[src/design/text_motion_to_tty_codes_macros.svh]
// assertion helpers for the file that checks this block
`ifndef TEXT_MOTION_TO_TTY_CODES_MACROS_SVH
`define TEXT_MOTION_TO_TTY_CODES_MACROS_SVH

// same-cycle implication, quiet while reset is high
`define TMTC_ASSERT_IMPL(label, ante, cons, msg) \
  label: assert property (@(posedge clk) disable iff (rst) (ante) |-> (cons)) \
    else $error(msg);

// next-cycle implication, quiet while reset is high
`define TMTC_ASSERT_NEXT(label, ante, cons, msg) \
  label: assert property (@(posedge clk) disable iff (rst) (ante) |=> (cons)) \
    else $error(msg);

`endif

[src/design/tmtc_pkg.sv]
package tmtc_pkg;

  // run slots of one job; only the first few carry a variable count
  localparam int NSLOT = 6;
  localparam int NCNT  = 3;
  localparam int NESC  = 2;

  // error codes on a result
  localparam logic [1:0] ERR_NONE  = 2'd0;
  localparam logic [1:0] ERR_RANGE = 2'd1;
  localparam logic [1:0] ERR_FONT  = 2'd2;

  // one directive
  typedef struct packed {
    logic [2:0]         action;
    logic signed [15:0] amount;
    logic [7:0]         character;
    logic [11:0]        advance;
  } tmtc_in_t;

  // one output run
  typedef struct packed {
    logic [7:0]  out_byte;
    logic        escaped;
    logic [15:0] repeat_res;
    logic [1:0]  error_code;
    logic        last;
  } tmtc_out_t;

  // classified item: up to six runs, in output order
  typedef struct packed {
    logic [NSLOT-1:0]       mask;
    logic [1:0]             err;
    logic [NSLOT-1:0][7:0]  bytes;
    logic [NESC-1:0]        esc;
    logic [NCNT-1:0][15:0]  cnt;
  } tmtc_job_t;

  // job queue status
  typedef struct packed {
    logic valid;
    logic full;
  } tmtc_qstat_t;

endpackage

[src/design/tmtc_back.sv]
module tmtc_back
  import tmtc_pkg::*;
(
  input  logic        clk,
  input  logic        rst,
  input  tmtc_job_t   job,
  input  tmtc_qstat_t q_stat,
  output logic        pop,
  output logic        result_valid,
  input  logic        result_ready,
  output tmtc_out_t   result
);

  tmtc_job_t                cur;
  logic                     cur_valid;
  logic [NSLOT-1:0]         done;
  logic [NSLOT-1:0]         pending;
  logic [NSLOT-1:0]         pick;
  logic [NSLOT-1:0]         slot_esc;
  logic [NSLOT-1:0][15:0]   slot_cnt;
  logic                     emit;
  logic                     is_last;
  tmtc_out_t                res_next;

  // lowest run still to send
  always_comb begin
    pending = cur.mask & ~done;
    pick    = pending & (~pending + NSLOT'(1));
    is_last = (pending & ~pick) == '0;
    emit    = cur_valid && (!result_valid || result_ready);
    pop     = q_stat.valid && (!cur_valid || (emit && is_last));
  end

  // select the picked slot
  always_comb begin
    slot_esc = '0;
    slot_esc[NESC-1:0] = cur.esc;
    for (int i = 0; i < NSLOT; i++) begin
      slot_cnt[i] = 16'd1;
    end
    for (int i = 0; i < NCNT; i++) begin
      slot_cnt[i] = cur.cnt[i];
    end
    res_next            = '0;
    res_next.error_code = cur.err;
    res_next.last       = is_last;
    for (int i = 0; i < NSLOT; i++) begin
      if (pick[i]) begin
        res_next.out_byte   = cur.bytes[i];
        res_next.escaped    = slot_esc[i];
        res_next.repeat_res = slot_cnt[i];
      end
    end
  end

  // current job and sent-slot mask
  always_ff @(posedge clk) begin
    if (rst) begin
      cur_valid <= 1'b0;
      done      <= '0;
    end else if (pop) begin
      cur_valid <= 1'b1;
      done      <= '0;
    end else if (emit) begin
      cur_valid <= !is_last;
      done      <= done | pick;
    end
  end

  always_ff @(posedge clk) begin
    if (pop) begin
      cur <= job;
    end
  end

  // output register
  always_ff @(posedge clk) begin
    if (rst) begin
      result_valid <= 1'b0;
    end else if (emit) begin
      result_valid <= 1'b1;
    end else if (result_ready) begin
      result_valid <= 1'b0;
    end
  end

  always_ff @(posedge clk) begin
    if (emit) begin
      result <= res_next;
    end
  end

endmodule

[config.mk]
export PLATFORM = sky130hd
export DESIGN_NAME = tmtc_back
export DESIGN_NICKNAME = d
export VERILOG_FILES = /design/src/design/text_motion_to_tty_codes_macros.svh /design/src/design/tmtc_pkg.sv /design/src/design/tmtc_back.sv
export SDC_FILE = /design/constraint.sdc
export NUM_CORES = 1
export LEC_CHECK = 0
export ABC_AREA = 1
export BUFFER_PORTS_ARGS = -buffer_cell sky130_fd_sc_hd__buf_4
export CAP_MARGIN = 40
export CORE_UTILIZATION = 30
export DETAILED_ROUTE_END_ITERATION = 12
export MAX_ROUTING_LAYER = met4
export SYNTH_ARGS = -nofsm -noshare
export SYNTH_HDL_FRONTEND = slang
export SYNTH_SLANG_ARGS = --single-unit
[constraint.sdc]
create_clock -name clk -period 12.5 [get_ports clk]
set_clock_uncertainty 0.15 [all_clocks]
set_input_delay 0 -clock clk [delete_from_list [all_inputs] [get_ports clk]]
set_output_delay 0 -clock clk [all_outputs]
set_load 0.005 [all_outputs]
## Yosys cells after proc, flatten, opt, wreduce, memory -nomap -nowiden

Index checks and enable logic that the tools add are counted.

- Word-level logic and storage cells: 52
- Memory bits (writable): 0
- Input port bits: 111
- Latch bits: 0
- Bits in registers: 142
- Bits in read-only memories: 0
- Output and inout port bits: 30
- Memories: 0

- Eq/ne operators: 0
- Divide/modulo/power cells: 0
- Reductions and logical operators: 14
- Add/sub/neg operators: 1
- Magnitude comparators: 0
- Bitwise operators: 7
- Shifts and indexed selects: 0
- Multipliers: 0
- Multiplexer cells: 10

Operators by type and width:

| operator | count |
|---|---|
| 2-to-1 mux 25 bit | 6 |
| AND 6 bit | 3 |
| inverter 6 bit | 3 |
| adder 6 x 1 -> 6 bit (second input constant) | 1 |
| zero test 6 bit | 1 |
| OR 6 bit | 1 |
| 2-to-1 mux 1 bit | 4 |
| nonzero test 2 bit | 2 |
| OR reduction 4 bit | 1 |
| logical AND 1 bit | 3 |
| zero test 1 bit | 3 |
| OR reduction 3 bit | 1 |
| logical OR 1 bit | 2 |
| OR reduction 2 bit | 1 |

## Longest topological paths before layout

Gate-level depths: netlist of run 1.

- Word-level depth: 12
- Mapped depth: 11
- Depth with buffers taken out: 11

## Worst setup path after synthesis of run 1

Ideal clock, no wire load.

- Path kind: flip-flop to flip-flop
- Start: register result_valid
- End: register cur[0] (netlist bit), enable pin
- Slack: 8.291 ns
- Data required time: 11.889 ns
- Setup time: 0.461 ns
- Buffers on the path: 0
- Period minus slack after synthesis: 4.209 ns
- Stages on the path, launching flop included: 8
- Arrival time: 3.598 ns
- Cells stage by stage: dfxtp_1 -> nand2_1 -> nand2_1 -> inv_1 -> nand4_1 -> nand2_2 -> nand2_4 -> inv_1

- Word-level cells in the longest chain between the ends: 6

Ends and longest elaborated chain:

| what | line | text |
|---|---|---|
| start: declaration | tmtc_back.sv:9 | `output logic result_valid,` |
| start signal: assignment | tmtc_back.sv:79 | `result_valid <= 1'b0;` |
| start signal: assignment | tmtc_back.sv:81 | `result_valid <= 1'b1;` |
| start signal: assignment | tmtc_back.sv:83 | `result_valid <= 1'b0;` |
| zero test 1 bit | tmtc_back.sv:30 | `emit = cur_valid && (!result_valid \|\| result_ready);` |
| logical OR 1 bit | tmtc_back.sv:30 |  |
| logical AND 1 bit | tmtc_back.sv:30 |  |
| via emit | tmtc_back.sv:21 | `logic emit;` |
| logical AND 1 bit | tmtc_back.sv:31 | `pop = q_stat.valid && (!cur_valid \|\| (emit && is_last));` |
| logical OR 1 bit | tmtc_back.sv:31 |  |
| logical AND 1 bit | tmtc_back.sv:31 |  |
| via pop | tmtc_back.sv:8 | `output logic pop,` |
| end signal: assignment | tmtc_back.sv:72 | `cur <= job;` |
| end: declaration | tmtc_back.sv:14 | `tmtc_job_t cur;` |

The timed path passes the listed nets, and every way through them passes these cells.
A chain may end at the register's enable or synchronous reset.

## Worst setup path after layout of run 1

- Start: register result_valid
- End: output pop

- Word-level cells in the longest chain between the ends: 6

Ends and longest elaborated chain:

| what | line |
|---|---|
| zero test 1 bit | tmtc_back.sv:30 |
| logical OR 1 bit | tmtc_back.sv:30 |
| logical AND 1 bit | tmtc_back.sv:30 |
| via emit | tmtc_back.sv:21 |
| logical AND 1 bit | tmtc_back.sv:31 |
| logical OR 1 bit | tmtc_back.sv:31 |
| logical AND 1 bit | tmtc_back.sv:31 |
| end: declaration | tmtc_back.sv:8 |

The timed path passes the listed nets, and every way through them passes these cells.

==> impl_metrics.tcl, run 1 <==
set metrics [dict create \
    holdPathStages 2 \
    antenna_found_initial 0 \
    wl_per_cell_um 15.1 \
    boundaryPins 141 \
    cp.required_ns 12.35 \
    total_power_mw 1.18 \
    report.final.slew_viol_count 0 \
    outcome "finished clean" \
    swShare_pct 22.2 \
    internal-power_uw 916 \
    drtIter0Drc 200 \
    seqPwrFrac_pct 48.0 \
    post-dp-hpwl_mm 7.12 \
    final_nets 706 \
    dr_total_vias 3578 \
    postSynthAreaPerCell_um2 15.6 \
    cts_buffers 17 \
    path_max_fanout 65 \
    slew_headroom_pct 45.5 \
    cts_tree "built" \
    core.rowCount 47 \
    clock_latency_ns 0.41 \
    ant_nets 0 \
    critical_path.endpoint_type "output pin" \
    period_minus_slack_ns 3.34 \
    totalWireLength_mm 12.5 \
    grt_max_degree 66 \
    power_switching_uw 261 \
    syn_area_um2 5160 \
    grt_overflow_total 0 \
    htreeDepth 4 \
    start_util_pct 30.9 \
    fp.dieH_um 133 \
    finalCritPeriodShare_pct 26.8 \
    finalSetupViolCount 0 \
    clockBufferDepth 2 \
    rsz0062_at_grt "false" \
    port-buffer-count 139 \
    drc 0 \
    final_cell_mix "buf_4 (141), edfxtp_1 (134), dlygate4sd3_1 (110)" \
    viasPerCell 4.32 \
    p_leak_nw 3.20 \
    clk_pin_slew_worst_paths_ns 0.07 \
    synth_cell_types 26 \
    fmax_ghz 0.299 \
    dr.pass1.iters 4 \
    powerDensity_nw_per_um2 144 \
    cp-start-kind "register" \
    crit_type "register to output pin" \
    pwr-share-comb_pct 9.6 \
    hold_viol_final 0 \
    maxCapViolCount 0 \
    yosys_warnings 0 \
    area_growth_pct 57.8 \
    syn_inst 331 \
    track_usage_pct 15.3 \
    grt_pass1_vias 3792 \
    drive_gt1_share_pct 32.7 \
    clock-root-buffer "clkbuf_16" \
    grt_pass1_wl_mm 19.5 \
    hold_path_class "input pin to register" \
    worst_r2r_path_depth 9 \
    diodes 0 \
    die_w_um 133 \
    syn-num-nets 442 \
    cts.sinks 142 \
    coreArea_um2 16700 \
    die_area_um2 17700 \
    layout_commonest_cell "buf_4" \
    gp_congestion 0.769 \
    worst_pin_slew_ns 0.817 \
    peakVddDrop_v 0.0000879 \
    clkPwrFrac_pct 42.4 \
    yosysSeqAreaShare_pct 81.0 \
    ys_ff_latch 142 \
    fin_tns_setup_ns 0 \
    placed_cells 686 \
    final_cell_count_no_fill 828 \
    worstPathArrival_ns 3.19 \
]
-- layer usage --
metal  up-vias  share of wire, %  GRT usage [%]
li1       1724                 -              -
met1      1713                41           17.0
met2       133                52           26.4
met3         8               6.0           4.57
met4         0              0.79           5.05
met5         -                 0              -
-- critical path, stage by stage (launching register included) --
cell,delay [ns]
dfxtp_1,0.31
nand2_1,0.08
nand2_1,0.08
clkinv_1,0.05
buf_4,0.44
nand4_1,0.18
nand2_2,0.13
nand2_4,0.08
inv_4,0.41
buf_4,0.73
buf_4,0.24
-- sequential cells by signal, indices dropped and copies added, names as in the netlist --
name and flops:
result_valid 1, cur 106, result 28, cur_valid 1
done 6
-- cell families after synthesis --
family / synth area share, %
AOI/OAI and AO/OA: 3.25
DFF: 81.0
and+or+nand+nor: 13.3
buffers and inverters: 2.40
-- Yosys cell counts, drive strengths merged --
cell type | n | area, um2
edfxtp | 134 | 4020
nand2 | 93 | 415
inv | 22 | 82.6
nand3 | 17 | 97.6
nor2 | 13 | 81.3
a21oi | 11 | 55.1
nand4 | 10 | 62.6
dfxtp | 8 | 160
a22o | 7 | 61.3
buf | 6 | 41.3
o21ai | 4 | 20.0
a21o | 1 | 7.51
a221oi | 1 | 15.0
and3 | 1 | 6.26
nor3 | 1 | 5.00
nor4 | 1 | 21.3
o2111ai | 1 | 8.76
-- final cells by class --
cell class | instances | area (um2)
Fill cell | 1445 | 8550
Tap cell | 220 | 275
Clock inverter | 15 | 161
Inverter | 22 | 85.1
Multi-Input combinational cell | 161 | 857
Clock buffer | 17 | 425
Sequential cell | 142 | 4180
Timing Repair Buffer | 251 | 2160
-- stage by stage --
| stage | setup WS [ns] | util (%) | cell area [um2] | hold slack [ns] |
|---|---|---|---|---|
| finish | 9.16 | 48.8 | 8150 | 0.147 |
| global route | 8.86 | 48.8 | 8150 | 0.137 |
| CTS | 9.05 | 48.8 | 8150 | 0.130 |
| detailed placement | 9.34 | 38.7 | 6460 | 0.0292 |
| global placement | 9.39 | 38.7 | 6460 | 0.0257 |
| floorplan | 8.29 | - | 5160 | -0.0809 |
-- path summary, 6_finish.rpt --
path,start,slack (ns),end
worst min register to register,cur[99],0.28,result[2]
worst min-delay path,job[50],0.15,cur[50]
worst max register to register,result_valid,9.41,cur[100]
worst max-delay path,result_valid,9.16,pop
-- repair_timing --
item	4_1_cts	5_1_grt
endpoints found under the setup margin	0	0
resized for setup	0	0
hold endpoints to repair	114	0
hold buffers	110	0
buffers inserted	0	0
-- power by group through the flow --
stage                     Sequential [mW]  Clock [mW]  Combinational, mW
after floorplan                     0.575           0             0.0343
after global placement              0.574           0             0.0843
after detailed placement            0.575           0             0.0864
after CTS                           0.565       0.510              0.114
after global routing                0.567       0.531              0.124
final                               0.565       0.499              0.113
Power figures use the tool's default switching activity.
==> run 2, diff against run 1 <==
==> constraint.sdc (replaced) <==
create_clock -name clk -period 2.7 [get_ports clk]
set_clock_uncertainty 0.15 [all_clocks]
set_input_delay 0 -clock clk [delete_from_list [all_inputs] [get_ports clk]]
set_output_delay 0 -clock clk [all_outputs]
set_load 0.005 [all_outputs]
==> run 2 against run 1 <==
Via count fell by 1.8%. Final cell count rose by 0.36%. Critical path depth fell by 1. Die area unchanged. Highest routed layer unchanged. Total power rose to 4.7 times the previous value. Critical endpoint unchanged. Routed wire length down 1.4%.
==> impl_metrics.tcl, run 2 (same netlist as run 1, synthesis figures left out) <==
set metrics [dict create \
    drive_gt1_share_pct 32.7 \
    use_met1_pct 15.7 \
    cts_tree "built" \
    path_max_fanout 61 \
    largest_reg_flops 106 \
    grt_busiest_layer "met2" \
    crit_type "register to output pin" \
    fin_tns_setup_ns 0 \
    rsz0062_at_grt "false" \
    ant_nets 0 \
    antenna_found_initial 0 \
    final_cell_mix "buf_4 (142), edfxtp_1 (134), dlygate4sd3_1 (110)" \
    totalWireLength_mm 12.3 \
    cp_cell_sequence "nand2_4, nand3_4, o21ai_0, nand4_1, nand2_2, nand2_4, clkinvlp_4, buf_12, buf_4" \
    coreArea_um2 16700 \
    maxCapViolCount 0 \
    grt_max_degree 62 \
    track_usage_pct 15.1 \
    report.final.slew_viol_count 0 \
    worstPathArrival_ns 2.32 \
    clock_latency_ns 0.42 \
    largest_register "cur" \
    core.rowCount 47 \
    worst_r2r_path_depth 8 \
    final_nets 709 \
    finalCritPeriodShare_pct 91.6 \
    multi_input_area_um2 857 \
    htreeDepth 4 \
    top_regs "cur: 106 flops, result: 28 flops, done: 6 flops" \
    clockBufferDepth 2 \
    grt_pass1_vias 3762 \
    cts_buffers 17 \
    placed_cells 689 \
    drc 0 \
    area_growth_pct 58.9 \
    wl_per_cell_um 14.8 \
    dr_total_vias 3513 \
    gr-usage-met3_pct 4.91 \
    slowest_stage "edfxtp_1" \
    hold_viol_final 0 \
    p_leak_nw 3.22 \
    grt_use_met2_pct 26.1 \
    worst_pin_slew_ns 0.625 \
    post-dp-hpwl_mm 7.26 \
    grt_pass1_wl_mm 18.9 \
    cp.required_ns 2.55 \
    seqCellArea_um2 4180 \
    drtIter0Drc 139 \
    outcome "finished clean" \
    layout_commonest_cell "buf_4" \
    holdPathStages 2 \
    port-buffer-count 139 \
    period_minus_slack_ns 2.47 \
    cp-start-kind "register" \
    boundaryPins 141 \
    powerDensity_nw_per_um2 671 \
    die_w_um 133 \
    diodes 0 \
    die_area_um2 17700 \
    clk_pin_slew_worst_paths_ns 0.06 \
    critical_path.endpoint_type "output pin" \
    viasPerCell 4.23 \
    fp.dieH_um 133 \
    grt_overflow_total 0 \
    cpMostUsedCell "nand2_4" \
    clock-root-buffer "clkbuf_16" \
    fillers 1425 \
    cts.sinks 142 \
    finalSetupViolCount 0 \
    slew_headroom_pct 58.0 \
    critical_path.max_stage_delay_ns 0.44 \
    final_cell_count_no_fill 831 \
    fmax_ghz 0.404 \
    start_util_pct 30.9 \
    gp_congestion 0.792 \
    hold_path_class "input pin to register" \
    peakVddDrop_v 0.000430 \
    dr.pass1.iters 4 \
]
[run 2: report_power, final]
group	switching, mW	internal [mW]	total, mW
Clock	0.904	1.46	2.36
Combinational	0.230	0.302	0.531
Sequential	0.0392	2.57	2.61
Total	1.17	4.34	5.51
[run 2: worst paths after layout]
| check | start | to | slack, ns |
|---|---|---|---|
| worst min register to register | cur[98] | result[1] | 0.27 |
| worst max register to register | cur[100] | cur[61] | 0.50 |
| worst min-delay path | job[90] | cur[90] | 0.14 |
| worst max-delay path | cur[100] | pop | 0.23 |
[run 2: critical path: cells and delay by family, from the launching register on]
| family | cells | cell delay, ns |
|---|---|---|
| buffers and inverters | 3 | 0.64 |
| flip-flops | 1 | 0.44 |
| AND/OR/NAND/NOR | 5 | 0.58 |
| AO/OA/AOI/OAI | 1 | 0.21 |
[run 2: per-stage QoR]
stage / power [mW] / utilization [%] / instance area (um2) / hold slack (ns) / worst slack (ns)
after floorplan: 2.82 / - / 5170 / -0.0809 / -0.720
after global placement: 3.05 / 39.0 / 6510 / 0.0271 / 0.461
after detailed placement: 3.07 / 39.0 / 6510 / 0.0293 / 0.411
after CTS: 5.57 / 49.1 / 8210 / 0.117 / 0.189
after global routing: 5.71 / 49.1 / 8210 / 0.127 / 0.0460
final: 5.51 / 49.1 / 8210 / 0.142 / 0.227
[run 2: layout make-up]
cell class | count | area share (%)
well taps | 220 | 3.35
flip-flops and latches | 142 | 51.0
clock inverters | 12 | 1.95
repair buffers | 254 | 26.9
clock buffers | 20 | 5.32
inverters | 22 | 1.05
multi-input cells | 161 | 10.4
[run 2: repair_timing]
item                                   4_1_cts  5_1_grt
endpoints found under the hold margin      116        0
resized for setup                            0        0
buffers inserted                             0        0
hold buffers                               110        0
[run 2: metal layers]
| metal | share of wire, % | up-vias |
|---|---|---|
| met3 | 6.6 | 14 |
| met2 | 52 | 111 |
| met1 | 40 | 1652 |
| met5 | 0 | - |
| li1 | - | 1736 |
| met4 | 1.4 | 0 |
==> run 3, diff against run 2 <==
==> constraint.sdc (replaced) <==
create_clock -name clk -period 2.8 [get_ports clk]
set_clock_uncertainty 0.15 [all_clocks]
set_input_delay 0 -clock clk [delete_from_list [all_inputs] [get_ports clk]]
set_output_delay 0 -clock clk [all_outputs]
set_load 0.005 [all_outputs]
==> run 3 against run 2 <==
Sequential power decreased by 3%. Final cell count decreased by 0.12%. Clock power decreased by 6%. Register-to-register slack got worse by 0.11 ns. Routed wire length about the same. Combinational power decreased by 3%. First-iteration DRC count increased by 12%. Cell area decreased by 0.21%. Largest cell class unchanged.
==> impl_metrics.tcl, run 3 (same netlist as run 1, synthesis figures left out) <==
set metrics [dict create \
    grt_max_degree 55 \
    totalWireLength_mm 12.3 \
    total_power_mw 5.26 \
    placed_cells 688 \
    maxCapViolCount 0 \
    largest_reg_flops 106 \
    clk_pin_slew_worst_paths_ns 0.06 \
    hold_viol_final 0 \
    rsz0062_at_grt "false" \
    die_area_um2 17700 \
    dr_total_vias 3525 \
    wl_per_cell_um 14.9 \
    critical_path.endpoint_type "output pin" \
    report.final.slew_viol_count 0 \
    cts_tree "built" \
    period_minus_slack_ns 2.66 \
    seqCellArea_um2 4180 \
    post-dp-hpwl_mm 7.16 \
    hold_path_class "input pin to register" \
    clock_latency_ns 0.42 \
    drive_gt1_share_pct 32.6 \
    path_buf_inv 3 \
    cp-start-kind "register" \
    finalCritPeriodShare_pct 94.9 \
    fillers 1444 \
    grt_pass1_vias 3781 \
    grt_overflow_total 0 \
    core.rowCount 47 \
    boundaryPins 141 \
    fmax_ghz 0.376 \
    viasPerCell 4.25 \
    crit_family "buffers and inverters" \
    grt_pass1_wl_mm 18.9 \
    powerDensity_nw_per_um2 642 \
    htreeDepth 4 \
    final_cell_count_no_fill 830 \
    timing.hold.ws_ns 0.144 \
    clockBufferDepth 2 \
    fp.dieH_um 133 \
    gp_congestion 0.729 \
    cpMostUsedCell "nand2_4" \
    coreArea_um2 16700 \
    drc 0 \
    cts_buffers 17 \
    layout_commonest_cell "buf_4" \
    top_regs "cur: 106 flops, result: 28 flops, done: 6 flops" \
    finalSetupViolCount 0 \
    die_w_um 133 \
    final_cell_mix "buf_4 (141), edfxtp_1 (134), dlygate4sd3_1 (110)" \
    path_max_fanout 54 \
    cts.sinks 142 \
    cp_cell_sequence "nand2_4, nand3_4, o21ai_0, nand4_1, nand2_2, nand2_4, clkinvlp_4, buf_12, buf_4" \
    slowest_stage "edfxtp_1" \
    critical_path.max_stage_delay_ns 0.45 \
    p_leak_nw 3.21 \
    clock-root-buffer "clkbuf_16" \
    multi_input_area_um2 857 \
    worstPathArrival_ns 2.51 \
    ant_nets 0 \
    antenna_found_initial 0 \
    worst_pin_slew_ns 0.728 \
    port-buffer-count 139 \
    outcome "finished clean" \
    slew_headroom_pct 51.3 \
    drtIter0Drc 156 \
    track_usage_pct 14.9 \
    dr.pass1.iters 4 \
    utilization_pct 49.0 \
    largest_register "cur" \
    area_growth_pct 58.6 \
    final_nets 708 \
    peakVddDrop_v 0.000432 \
    diodes 0 \
    start_util_pct 30.9 \
    cp.required_ns 2.65 \
    crit_type "register to output pin" \
]
[run 3: routing by layer]
layer | GRT usage (%) | part of all wire [%] | up-vias | wire length, um
met5 | - | 0 | - | 0
met1 | 15.1 | 41 | 1662 | 5010
met3 | 4.83 | 5.8 | 15 | 710
met2 | 26.3 | 52 | 114 | 6390
met4 | 6.06 | 1.8 | 0 | 217
li1 | - | - | 1734 | -
[run 3: power breakdown]
| group | switching (mW) | total, mW | internal (mW) |
|---|---|---|---|
| Combinational | 0.224 | 0.514 | 0.290 |
| Sequential | 0.0378 | 2.52 | 2.48 |
| Clock | 0.897 | 2.22 | 1.32 |
| Total | 1.16 | 5.26 | 4.10 |
[run 3: final timing paths]
path / end / from / depth (start not counted) / slack [ns]
setup / recovery: pop / cur[100] / 9 / 0.14
hold / removal: cur[90] / job[90] / 2 / 0.14
setup reg to reg: cur[88] / cur[100] / 8 / 0.39
hold reg to reg: result[1] / cur[98] / 0 / 0.27
[run 3: through the flow]
step	area, um2	worst slack (ns)	setup TNS, ns
after global placement	6500	0.525	0
after floorplan	5170	-0.620	-65.73
after detailed placement	6500	0.410	0
after CTS	8190	0.126	0
after global routing	8190	0.0233	0
final	8190	0.144	0
[run 3: area by class of cell]
class | count | area share, %
inverters | 22 | 1.05
repair buffers | 253 | 26.9
clock inverters | 15 | 1.97
well taps | 220 | 3.36
flip-flops and latches | 142 | 51.1
multi-input cells | 161 | 10.5
clock buffers | 17 | 5.19
[run 3: what timing repair did]
item | CTS | global route
hold buffers | 110 | 0
setup buffers | 0 | 0
endpoints found under the hold margin | 114 | 0
gates resized for setup | 0 | 0
