===== src/design/text_motion_to_tty_codes_macros.svh =====
// assertion helpers for the file that checks this block
`ifndef TEXT_MOTION_TO_TTY_CODES_MACROS_SVH
`define TEXT_MOTION_TO_TTY_CODES_MACROS_SVH

// same-cycle implication, quiet while reset is high
`define TMTC_ASSERT_IMPL(label, ante, cons, msg) \
  label: assert property (@(posedge clk) disable iff (rst) (ante) |-> (cons)) \
    else $error(msg);

// next-cycle implication, quiet while reset is high
`define TMTC_ASSERT_NEXT(label, ante, cons, msg) \
  label: assert property (@(posedge clk) disable iff (rst) (ante) |=> (cons)) \
    else $error(msg);

`endif


===== src/design/tmtc_pkg.sv =====
package tmtc_pkg;

  // run slots of one job; only the first few carry a variable count
  localparam int NSLOT = 6;
  localparam int NCNT  = 3;
  localparam int NESC  = 2;

  // error codes on a result
  localparam logic [1:0] ERR_NONE  = 2'd0;
  localparam logic [1:0] ERR_RANGE = 2'd1;
  localparam logic [1:0] ERR_FONT  = 2'd2;

  // one directive
  typedef struct packed {
    logic [2:0]         action;
    logic signed [15:0] amount;
    logic [7:0]         character;
    logic [11:0]        advance;
  } tmtc_in_t;

  // one output run
  typedef struct packed {
    logic [7:0]  out_byte;
    logic        escaped;
    logic [15:0] repeat_res;
    logic [1:0]  error_code;
    logic        last;
  } tmtc_out_t;

  // classified item: up to six runs, in output order
  typedef struct packed {
    logic [NSLOT-1:0]       mask;
    logic [1:0]             err;
    logic [NSLOT-1:0][7:0]  bytes;
    logic [NESC-1:0]        esc;
    logic [NCNT-1:0][15:0]  cnt;
  } tmtc_job_t;

  // job queue status
  typedef struct packed {
    logic valid;
    logic full;
  } tmtc_qstat_t;

endpackage


===== src/design/tmtc_queue.sv =====
module tmtc_queue
  import tmtc_pkg::*;
#(
  parameter int DEPTH = 2
) (
  input  logic        clk,
  input  logic        rst,
  input  logic        push,
  input  tmtc_job_t   wr_job,
  input  logic        pop,
  output tmtc_job_t   rd_job,
  output tmtc_qstat_t q_stat
);

  localparam int AW = (DEPTH > 1) ? $clog2(DEPTH) : 1;
  localparam int CW = $clog2(DEPTH + 1);

  tmtc_job_t       mem [DEPTH];
  logic [AW-1:0]   wr_ptr;
  logic [AW-1:0]   rd_ptr;
  logic [CW-1:0]   count;

  assign rd_job       = mem[rd_ptr];
  assign q_stat.valid = count != '0;
  assign q_stat.full  = count == CW'(DEPTH);

  // entry storage
  always_ff @(posedge clk) begin
    if (push) begin
      mem[wr_ptr] <= wr_job;
    end
  end

  // pointers and fill count
  always_ff @(posedge clk) begin
    if (rst) begin
      wr_ptr <= '0;
      rd_ptr <= '0;
      count  <= '0;
    end else begin
      if (push) begin
        wr_ptr <= (wr_ptr == AW'(DEPTH - 1)) ? '0 : wr_ptr + AW'(1);
      end
      if (pop) begin
        rd_ptr <= (rd_ptr == AW'(DEPTH - 1)) ? '0 : rd_ptr + AW'(1);
      end
      if (push && !pop) begin
        count <= count + CW'(1);
      end else if (pop && !push) begin
        count <= count - CW'(1);
      end
    end
  end

endmodule


===== config.mk =====
export PLATFORM = sky130hd
export DESIGN_NAME = tmtc_queue
export DESIGN_NICKNAME = d
export VERILOG_FILES = /design/src/design/text_motion_to_tty_codes_macros.svh /design/src/design/tmtc_pkg.sv /design/src/design/tmtc_queue.sv
export SDC_FILE = /design/constraint.sdc
export NUM_CORES = 1
export LEC_CHECK = 0
export BUFFER_PORTS_ARGS = -buffer_cell sky130_fd_sc_hd__buf_4
export CAP_MARGIN = 30
export CORE_MARGIN = 2
export CORE_UTILIZATION = 34
export CTS_BUF_LIST = sky130_fd_sc_hd__clkbuf_8
export CTS_CLUSTER_DIAMETER = 50
export CTS_CLUSTER_SIZE = 25
export DETAILED_ROUTE_END_ITERATION = 16
export SETUP_SLACK_MARGIN = 0.1
export SYNTH_ARGS = -nofsm -noshare
export SYNTH_HDL_FRONTEND = slang
export SYNTH_SLANG_ARGS = --single-unit
export TNS_END_PERCENT = 100

===== constraint.sdc =====
create_clock -name clk -period 7.96 [get_ports clk]
set_clock_uncertainty 0.2 [all_clocks]
set_input_delay 0.398 -clock clk [delete_from_list [all_inputs] [get_ports clk]]
set_output_delay 0.398 -clock clk [all_outputs]
set_load 0.01 [all_outputs]

; Yosys cells after proc, flatten, opt, wreduce, memory -nomap -nowiden
; Memory sizes are Yosys's and may differ from the RTL's. A register that Yosys moved wholly into a read port is not among the register bits.
; Index checks and enable logic that the tools add are counted.
[totals]
regBits = 4
ramBits = 212
in_bits = 110
out_inout_bits = 108
wordCells = 23
memories = 1
[mem_list]
columns = name, words, word_bits, read_ports, rd_ports_with_merged_regs, write_ports, line_no
row1 = mem, 2, 106, 1, 1, 1, tmtc_queue.sv:18  ; tmtc_job_t mem [DEPTH];
[classes]
n_addsub = 4
eq_ne = 1
n_mux = 8
n_reduce_logical = 6
[op_table]
columns = operator, n
row1 = 1-bit two-way mux, 6
row2 = 2-bit two-way mux, 2
row3 = 2-bit nonzero test, 2
row4 = "1-bit adder, second input constant", 2
row5 = "2-bit by 1-bit adder with 2-bit output, second input constant", 1
row6 = "2-bit equality test, second input constant", 1
row7 = 1-bit logical AND, 2
row8 = 1-bit logical NOT, 2
row9 = "2-bit by 1-bit subtractor with 2-bit output, second input constant", 1

; Logic depth before layout (Yosys ltp)
; Gate-level depths: netlist (run 1).
[logic_depth]
depth_word = 4
mapped_depth = 5
mapped_depth_nobuf = 5

; Least setup slack after synthesis (run 1)
; OpenSTA, ideal clock, no wires.
[synth_timing]
path_type = register -> register
start = register wr_ptr
end = memory mem[0][0] (netlist name) (enable)
setup_ns = 0.585
arrival_time_ns = 5.018
required_time_ns = 7.175
slack_ns = 2.157
path_stages_with_launch = 2
n_path_buf = 0
period_less_slack_ns = 5.803
path_cell_list = dfxtp_1 -> nor2b_1
[synth_rtl]
columns = item, line_no
row1 = from (decl), tmtc_queue.sv:19  ; logic [AW-1:0] wr_ptr;
row2 = from (signal assigned), tmtc_queue.sv:42  ; wr_ptr <= (wr_ptr == AW'(DEPTH - 1)) ? '0 : wr_ptr + AW'(1);
row3 = to (decl), tmtc_queue.sv:18
; Straight into the memory's write port.

==> results of run 1 <==
## flip-flops by register name, summed over array words and instances (netlist names), named ones only
register / count
mem: 212
rd_ptr: 1
count: 2
wr_ptr: 1
## tightest hold or removal path: stages (launching register included)
cell	delay, ns
dfxtp_1	0.34
o21ai_0	0.08
a21oi_1	0.07
## power groups by stage
stage          combinational, W  clock (W)  sequential [W]
2_1_floorplan          0.000175          0         0.00138
3_3_place_gp           0.000327          0         0.00138
3_5_place_dp           0.000332          0         0.00139
4_1_cts                0.000379   0.000849         0.00136
5_1_grt                0.000400   0.000893         0.00137
6_report               0.000374   0.000811         0.00136
## path summary, 6_finish.rpt
path | from | endpoint | slack, ns | depth (start not counted)
min | count[1]$_SDFFE_PP0P_ | count[1]$_SDFFE_PP0P_ | 0.33 | 2
max | flip-flop | rd_job[17] | 4.52 | 3
max reg2reg | wr_ptr$_SDFFE_PP0P_ | mem[1][34]$_DFFE_PP_ | 5.50 | 2
min reg2reg | count[1]$_SDFFE_PP0P_ | count[1]$_SDFFE_PP0P_ | 0.33 | 2
## metal layers
layer | GRT usage, % | vias to the layer above
met5 | 0 | -
met4 | 3.506 | 0
met3 | 3.772 | 19
met2 | 22.21 | 156
met1 | 15.57 | 2167
li1 | - | 2086
## logic make-up after synthesis
| kind of cell | synth area share (%) |
|---|---|
| AO/OA/AOI/OAI | 0.1248 |
| XOR/XNOR | 0.4372 |
| adder cells (fa/ha/maj) | 0.1561 |
| buffers and inverters | 1.264 |
| flip-flops | 80.67 |
| multiplexers | 16.77 |
| AND/OR/NAND/NOR | 0.5777 |
## cell type report
cell class | instances | area share (%)
clock buffers | 23 | 2.721
clock inverters | 18 | 1.947
inverters | 1 | 0.03226
multi-input cells | 122 | 12.53
flip-flops and latches | 217 | 55.61
well taps | 319 | 3.431
repair buffers | 331 | 23.73
## timing repair
action	in CTS	in global routing
setup endpoints to repair	0	0
hold endpoints to repair	217	0
hold buffers	110	0
## per-stage QoR
step           hold WS [ns]  cell area (µm²)  std cells  worst slack (ns)  utilization, %
2_1_floorplan        0.2558             8015        352             2.157               -
3_3_place_gp         0.2731             9990        880             5.055           42.81
3_5_place_dp         0.3060             9990        880             4.992           42.81
4_1_cts              0.3211            11630       1031             4.380           49.86
5_1_grt              0.3234            11630       1031             4.261           49.86
6_report             0.3269            11630       1031             4.523           49.86
## cells in the final DEF, fill, tap and decap left out
cell type      instances
a21oi_1                1
and2_4                 1
buf_4                221
bufinv_16              1
clkbuf_8              23
clkinv_8               4
dfxtp_1                4
dfxtp_4                1
dlygate4sd3_1        110
edfxtp_1             212
ha_1                   1
inv_1                  2
inv_12                 1
inv_6                  5
inv_8                  6
mux2_2                66
mux2_4                40
nor2_1                 4
nor2b_1                1
nor2b_4                1
o21ai_0                1
or2_2                  1
or3_1                  1
xnor2_1                2
xor2_1                 2
==> reports/qor.txt, run 1 <==
Clock Power Share -> 31.9%
Period utilisation layout -> 43.18%
Slowest stage delay, CP -> 0.85 ns
Synth area leaders -> edfxtp_1 (79%), mux2_2 (9.3%), mux2_4 (7.5%)
Vias in the first global route -> 4769
Crit path capture type -> output pin
EDFF count, synth -> 212
Vias per cell -> 4.295
Height of the die -> 157.5 µm
Clock root buffer -> clkbuf_8
Yosys Warn Count -> 0
CTS sink cnt -> 217
WP buf/inv -> 2
Fraction of layout cells with a size suffix above 1 -> 52.11%
CP cell instances -> buf_4 -> mux2_2 -> buf_4
Routed wire length on met3 -> 1150 µm
IO buf count -> 217
Hold Path Class -> reg2reg
Post-CTS Setup Inserts -> 0
Number of max-slew violations in the final report -> 0
Dpl hpwl -> 10280 µm
CTS Buf Count -> 23
Detail Route met2 WL -> 8385 µm
Setup Viol. Count Final -> 0
Pwr Total -> 0.002544 W
Worst slew pin tran -> 0.9273 ns
WP data required -> 7.36 ns
Slew margin rel. -> 38.18%
Drt pass-1 iters -> 4
Most used cell, CP -> buf_4
Initial Util -> 34.35%
Vias -> 4428
Initial antenna violation count -> 0
Critical Path Fanout Max -> 60
Max-cap violations -> 0
Post-synthesis sequential area ratio -> 80.67%
Overflow after GRT -> 0
DR iter-0 viols -> 156
Mapped Cells -> 352
Setup TNS Final -> 0 ns
Top_reg_cell synth -> edfxtp_1
Clock tree buffer depth -> 3
Combinational share of power -> 14.7%
RSZ-0062 raised after global routing -> false
Setup Crit Path Kind -> reg2out
Die width -> 157.5 µm
Top Metal Used -> met4
Register Area -> 6470 µm²
Syn_nets -> 463
Area grow syn2layout -> 45.15%
Fillers -> 1971
Switch Pwr -> 0.0006403 W
Slowest stage cell, crit path -> buf_4
Fin nets -> 807
Multi-input combinational cell area -> 1458 µm²
First-pass GRT wire length -> 24630 µm
Largest net degree at the start of global routing -> 62
Largest area contributor in the netlist -> edfxtp_1
Rows -> 56
Most frequent cell after synthesis -> edfxtp_1
Type of origin of the critical path -> flip-flop
Total Routed Length -> 16610 µm
Drc violations -> 0
Crit path DAT -> 2.84 ns
Tmin final -> 3.437 ns
Routed Antenna Nets -> 0
Avg Cell Area, Syn -> 22.77 µm²
H-tree depth -> 1
WL met1 -> 6843 µm
Power density over cell area -> 218.7 nW/µm²
Switching Fraction -> 25.17%
Cell Area, Synth -> 8015 µm²
Internal power -> 0.001904 W
# diodes -> 0
Routability congestion estimate -> 0.6948
CTS tree -> yes
Worst-path clk slew -> 0.10 ns
Fmax -> 291.0 MHz
Die area -> 24820 µm²
CTS resizes -> 0
Synth cell count leaders -> edfxtp_1 (212), mux2_2 (66), mux2_4 (40)
Static leakage -> 4.440 nW
WL/cell -> 16.11 µm
Gr usage total -> 12.81%
Critical path's top delay family -> buffers and inverters
Peak supply drop -> 0.1397 mV
Netlist cell types -> 17
Worst-Skew Late Latency -> 0.53 ns
Num ports -> 218
Area share of the largest cell type after synthesis -> 79.43%
Final Hold Fails -> 0
#FFs+latches synth -> 217
Sequential Power Share -> 53.4%
Core footprint -> 23330 µm²
Status -> complete, no violations
Ys async rst share -> 0%
Note: power is estimated with default switching activity, not from simulation.
==> run 2: changes to the inputs <==
- ABC_AREA: not set -> 1
- clock period: 7.96 -> 3.2 ns (I/O delays scaled with it)
==> run 2 against run 1 <==
Synthesized cell count rose by 3.1%. Sequential share of layout area fell by 0.27 points. Register-to-register slack got worse by 4.2 ns. Core utilization rose by 0.24 points. Cell count rose by 1.3%. First-iteration DRC count rose by 58%. Critical path depth did not move. Combinational power rose by 140%. Setup slack got worse by 3.8 ns. Critical endpoint is now rd_job[32]. Largest power group unchanged.
==> reports/qor.txt, run 2 <==
Number of max-slew violations in the final report -> 0 (unchanged)
Area grow syn2layout -> 45.51%
Largest net degree at the start of global routing -> 58 (-6.5%)
Internal power -> 0.004799 W (+150%)
Num ports -> 218 (unchanged)
Drt pass-1 iters -> 4 (unchanged)
Synth cell count leaders -> edfxtp_1 (212), mux2_2 (66), mux2_4 (40)
Top_reg_cell synth -> edfxtp_1
Clock root buffer -> clkbuf_8
Largest regs -> mem (212), count (2)
Worst-path clk slew -> 0.10 ns (about the same)
Reg with most FFs -> mem
Most common cell after layout, fill and taps aside -> buf_4
Type of origin of the critical path -> flip-flop
Mapped Cells -> 363 (+3.1%)
Syn_nets -> 474 (+2.4%)
WL/cell -> 16.41 µm (+1.9%)
Power density over cell area -> 539.0 nW/µm² (+150%)
Tmin final -> 2.448 ns
Post-synthesis sequential area ratio -> 80.49% (-0.19 points)
Die area -> 24880 µm² (+0.23%)
Critical Path Fanout Max -> 41 (-32%)
Vias -> 4532 (+2.3%)
Worst-Skew Late Latency -> 0.52 ns (about the same)
Clock Power Share -> 32.7% (+0.8 points)
Routability congestion estimate -> 0.7464 (+7.4%)
Overflow after GRT -> 0 (unchanged)
Gr usage total -> 12.98% (+0.17 points)
Avg Cell Area, Syn -> 22.13 µm² (-2.8%)
Setup WS pre-CTS -> 1.294 ns (-3.699 ns)
Rows -> 56 (unchanged)
Setup TNS Final -> 0 ns (unchanged)
Max-cap violations -> 0 (unchanged)
Worst slew pin tran -> 0.7982 ns (-0.1291 ns)
Drc violations -> 0 (unchanged)
Post-CTS Setup Inserts -> 0 (unchanged)
Initial antenna violation count -> 0 (unchanged)
EDFF count, synth -> 212 (unchanged)
Peak supply drop -> 0.3698 mV (+160%)
CTS Buf Count -> 23 (unchanged)
Setup Viol. Count Final -> 0 (unchanged)
Most frequent cells in the layout -> buf_4 (221), edfxtp_1 (212), dlygate4sd3_1 (110), mux2_2 (66), mux2_4 (40)
WP data required -> 2.84 ns (-4.52 ns)
Routed Antenna Nets -> 0 (unchanged)
Initial Util -> 34.43% (+0.080 points)
Sequential Power Share -> 52.8% (-0.6 points)
Cell Area, Synth -> 8034 µm² (+0.23%)
Height of the die -> 157.7 µm (+0.11%)
Final Hold Fails -> 0 (unchanged)
Synth area leaders -> edfxtp_1 (79%), mux2_2 (9.3%), mux2_4 (7.5%)
Area share of the largest cell type after synthesis -> 79.24% (-0.19 points)
Clock tree buffer depth -> 3 (unchanged)
Vias per cell -> 4.341 (+1.1%)
Core footprint -> 23330 µm² (unchanged)
Fraction of layout cells with a size suffix above 1 -> 51.17% (-0.93 points)
Status -> complete, no violations
Hold path cells -> 2 (unchanged)
Combinational share of power -> 14.5% (-0.2 points)
R2R depth -> 3 (+1)
H-tree depth -> 1 (unchanged)
IO buf count -> 217 (unchanged)
Hold Path Class -> in2reg
Max reg flops -> 212 (unchanged)
Dpl hpwl -> 10630 µm (+3.4%)
#FFs+latches synth -> 217 (unchanged)
Worst Slack Setup Final -> 0.7523 ns (-3.771 ns)
Total Routed Length -> 17140 µm (+3.2%)
Setup Crit Path Kind -> reg2out
Ys async rst share -> 0% (unchanged)
Largest area contributor in the netlist -> edfxtp_1
CTS sink cnt -> 217 (unchanged)
First-pass GRT wire length -> 25020 µm (+1.6%)
Switching Fraction -> 23.83% (-1.3 points)
Crit path capture type -> output pin
Most frequent cell after synthesis -> edfxtp_1
Switch Pwr -> 0.001502 W (+130%)
Fmax -> 408.6 MHz
Fin nets -> 820 (+1.6%)
Static leakage -> 4.479 nW (+0.88%)
# diodes -> 0 (unchanged)
Netlist cell types -> 16 (-1)
RSZ-0062 raised after global routing -> false
Die width -> 157.7 µm (+0.11%)
Period utilisation layout -> 76.49%
Yosys Warn Count -> 0 (unchanged)
CTS tree -> yes
Crit path DAT -> 2.09 ns (-0.75 ns)
Slew margin rel. -> 46.79% (+8.6 points)
Vias in the first global route -> 4876 (+2.2%)
DR iter-0 viols -> 247 (+58%)
-- run 2: cell types whose count changed after synthesis, sizes merged --
cell   delta
nor2b     -2
nand4     +1
or3       -1
and2      -1
nor2      +2
xor2      -2
nand3     +1
nand2     +6
or2       -1
nor3      +1
inv       +8
xnor2     -1
-- run 2: final cells by class --
cell class,count,area (µm²)
inverter,9,36.28
clock inverter,18,224.0
fill,1964,11640
timing repair buffer,333,2800
tap,319,399.1
sequential,217,6470
clock buffer,23,316.6
multi-input combinational,125,1444
-- run 2: routing by layer --
metal / vias to the layer above / GRT usage (%) / share of wire (%)
li1: 2109 / - / -
met5: - / 0 / 0
met3: 29 / 3.504 / 6.6
met1: 2244 / 15.38 / 40
met4: 0 / 3.377 / 2.3
met2: 150 / 23.27 / 51
-- run 2: power by group through the flow --
stage / Sequential [W] / Combinational, W / Clock, W
5_1_grt: 0.00334 / 0.000975 / 0.00224
6_report: 0.00333 / 0.000912 / 0.00206
3_3_place_gp: 0.00339 / 0.000789 / 0
2_1_floorplan: 0.00338 / 0.000411 / 0
4_1_cts: 0.00333 / 0.000921 / 0.00213
3_5_place_dp: 0.00340 / 0.000804 / 0
-- run 2: worst paths after layout --
path | to | from | slack (ns)
max | rd_job[32] | flip-flop | 0.75
min | mem[1][50]$_DFFE_PP_ | wr_job[50] | 0.15
min reg2reg | wr_ptr$_SDFFE_PP0P_ | wr_ptr$_SDFFE_PP0P_ | 0.35
max reg2reg | mem[1][3]$_DFFE_PP_ | wr_ptr$_SDFFE_PP0P_ | 1.29
-- run 2: kinds of logic (layout without fill, tap and decap cells) --
| logic type | after synthesis | in the layout | synth area share [%] |
|---|---|---|---|
| simple gates | 15 | 15 | 0.7630 |
| fa+ha+maj | 1 | 1 | 0.1557 |
| compound gates | 2 | 2 | 0.1245 |
| flops | 217 | 217 | 80.49 |
| xor+xnor | 1 | 1 | 0.1090 |
| mux | 106 | 106 | 16.73 |
| buf+inv | 21 | 383 | 1.635 |
-- run 2: critical path, cell delays in order, from the launching register on --
cell	delay, ns
dfxtp_4	0.45
buf_4	0.51
mux2_2	0.41
buf_4	0.15
-- run 2: repair_timing --
item                                    CTS  global route
endpoints found under the hold margin   217             0
endpoints found under the setup margin    0             0
hold buffers                            110             0
gates resized for setup                   0             0
-- run 2: metrics by stage --
| stage | util, % | hold slack [ns] | power [W] | cell area, µm² | cells |
|---|---|---|---|---|---|
| 6_report | 50.10 | 0.1496 | 0.006301 | 11690 | 1044 |
| 5_1_grt | 50.10 | 0.1182 | 0.006555 | 11690 | 1044 |
| 4_1_cts | 50.10 | 0.1133 | 0.006379 | 11690 | 1044 |
| 3_5_place_dp | 43.07 | 0.1474 | 0.004200 | 10050 | 893 |
| 3_3_place_gp | 43.07 | 0.1459 | 0.004178 | 10050 | 893 |
| 2_1_floorplan | - | 0.03238 | 0.003794 | 8041 | 363 |
==> run 3: changes to the inputs <==
- clock period: 3.2 -> 2.15 ns (I/O delays scaled with it)
==> run 3 against run 2 <==
Non-clock buffer count up 18. Global-route usage about the same. Sequential share of layout area down 3.6 points. Via count up 3.0%. Worst hold slack worse by 0.047 ns. Die area unchanged. Power up 47%. Combinational power up 94%. Sequential power up 49%. Clock power up 24%.
==> reports/qor.txt, run 3 (synthesis results as in run 2) <==
Status -> complete, no violations
Final core utilization -> 53.58% (+3.5 points)
Overflow after GRT -> 0 (unchanged)
CTS Buf Count -> 22 (-4.3%)
IO buf count -> 217 (unchanged)
WL/cell -> 17.77 µm (+8.3%)
Tmin final -> 2.057 ns
Final Hold Fails -> 0 (unchanged)
Pwr Total -> 0.009283 W (+47%)
Dpl hpwl -> 10370 µm (-2.5%)
H-tree depth -> 1 (unchanged)
# diodes -> 0 (unchanged)
Worst slew pin tran -> 0.5855 ns (-0.2127 ns)
Vias -> 4668 (+3.0%)
Fin nets -> 837 (+2.1%)
WP buf/inv -> 3 (+1)
WP data required -> 1.84 ns (-1.00 ns)
Height of the die -> 157.7 µm (unchanged)
Most common cell after layout, fill and taps aside -> edfxtp_1
Hold Path Class -> in2reg
Fin area -> 12500 µm² (+6.9%)
Reg with most FFs -> mem
Area grow syn2layout -> 55.61%
Setup Crit Path Kind -> reg2out
Gr usage total -> 12.98% (about the same)
First-pass GRT wire length -> 24960 µm (-0.22%)
M2 GR Usage -> 23.50% (+0.23 points)
Clock root buffer -> clkbuf_8
Max-cap violations -> 0 (unchanged)
Slowest stage cell, crit path -> dfxtp_4
Worst-Skew Late Latency -> 0.53 ns (about the same)
Worst Slack Setup Final -> 0.09303 ns (-0.6593 ns)
Number of max-slew violations in the final report -> 0 (unchanged)
Slew margin rel. -> 60.97% (+14 points)
DR iter-0 viols -> 151 (-39%)
Max reg flops -> 212 (unchanged)
Critical Path Fanout Max -> 7 (-83%)
RSZ-0062 raised after global routing -> true
Die area -> 24880 µm² (unchanged)
Fmax -> 486.2 MHz
Largest net degree at the start of global routing -> 65 (+12%)
Most frequent cells in the layout -> edfxtp_1 (212), buf_4 (154), dlygate4sd3_1 (110), mux2_4 (93), buf_6 (65)
Drc violations -> 0 (unchanged)
CTS tree -> yes
Slowest stage delay, CP -> 0.41 ns (-0.10 ns)
CP cell instances -> clkbuf_16 -> buf_8 -> mux2_2 -> buf_4
Drt pass-1 iters -> 6 (+2)
Fraction of layout cells with a size suffix above 1 -> 52.23% (+1.1 points)
Die width -> 157.7 µm (unchanged)
Grt peak-use layer -> met2
Vias per cell -> 4.404 (+1.4%)
Initial antenna violation count -> 0 (unchanged)
CTS sink cnt -> 217 (unchanged)
Clock tree buffer depth -> 3 (unchanged)
Static leakage -> 4.913 nW (+9.7%)
Rows -> 56 (unchanged)
Routed Antenna Nets -> 0 (unchanged)
Crit path DAT -> 1.75 ns (-0.34 ns)
Period utilisation layout -> 95.67%
Core footprint -> 23330 µm² (unchanged)
Type of origin of the critical path -> flip-flop
Worst-path clk slew -> 0.09 ns (about the same)
Num ports -> 218 (unchanged)
Setup Viol. Count Final -> 0 (unchanged)
Routability congestion estimate -> 0.7214 (-3.3%)
Peak supply drop -> 0.5454 mV (+47%)
Initial Util -> 34.43% (unchanged)
Crit path capture type -> output pin
Power density over cell area -> 742.6 nW/µm² (+38%)
Critical path's top delay family -> buffers and inverters
Total Routed Length -> 18840 µm (+9.9%)
Met1 Track Usage GR -> 15.30% (-0.083 points)
Largest regs -> mem (212), count (2)
Setup WS pre-CTS -> 0.5591 ns (-0.7345 ns)
Placed Instance Area -> 10100 µm² (+0.50%)
Vias in the first global route -> 4932 (+1.1%)
Global Route met3 Usage -> 3.011% (-0.49 points)
-- run 3: cell types whose count changed in the layout (fill, tap and decap cells not counted), sizes merged --
cell | before | now
buf | 223 | 232
bufinv | 3 | 0
clkbuf | 23 | 34
clkinv | 3 | 9
inv | 18 | 11
-- run 3: cell type report --
type | count | area [µm²]
clock inverters | 14 | 95.09
inverters | 9 | 37.54
well taps | 319 | 399.1
clock buffers | 25 | 344.1
repair buffers | 351 | 3510
multi-input cells | 125 | 1645
fillers | 1812 | 10830
flip-flops and latches | 217 | 6471
-- run 3: worst register-to-register path, stage by stage, from the launching register on --
cell and delay (ns):
dfxtp_2 0.35, nand2_2 0.09, clkinvlp_4 0.33, nor3_1 0.24, dlygate4sd3_1 0.56
-- run 3: what timing repair did --
item,CTS,global route
endpoints found under the setup margin,106,98
hold endpoints to repair,218,0
buffers inserted,2,0
hold buffers,110,0
cloned,4,11
resized for setup,6,123
pin swaps,0,0
-- run 3: worst paths after layout --
| path | from | end | slack (ns) | cells after the start |
|---|---|---|---|---|
| hold reg to reg | rd_ptr$_SDFFE_PP0P_ | rd_ptr$_SDFFE_PP0P_ | 0.33 | 2 |
| hold / removal | wr_job[9] | mem[1][9]$_DFFE_PP_ | 0.10 | 2 |
| setup / recovery | flip-flop | rd_job[98] | 0.09 | 4 |
| setup reg to reg | wr_ptr$_SDFFE_PP0P_ | wr_ptr$_SDFFE_PP0P_ | 0.33 | 4 |
-- run 3: metal layers --
metal	up-vias	wire (µm)
met3	37	1157
li1	2145	-
met4	0	448
met5	-	0
met1	2319	7630
met2	167	9601
-- run 3: per-stage QoR --
stage | cells | hold slack, ns | setup TNS, ns
floorplan | 363 | -0.02066 | -79.90
CTS | 1049 | 0.04831 | 0
finish | 1060 | 0.1022 | 0
global route | 1060 | 0.06885 | 0
global placement | 894 | 0.09314 | 0
detailed placement | 894 | 0.09547 | 0
-- run 3: where the power goes --
| group | switching, W | total [W] | internal [W] |
|---|---|---|---|
| Sequential | 0.0000621 | 0.00495 | 0.00489 |
| Clock | 0.00145 | 0.00256 | 0.00111 |
| Combinational | 0.000693 | 0.00177 | 0.00108 |
| Total | 0.00220 | 0.00928 | 0.00708 |
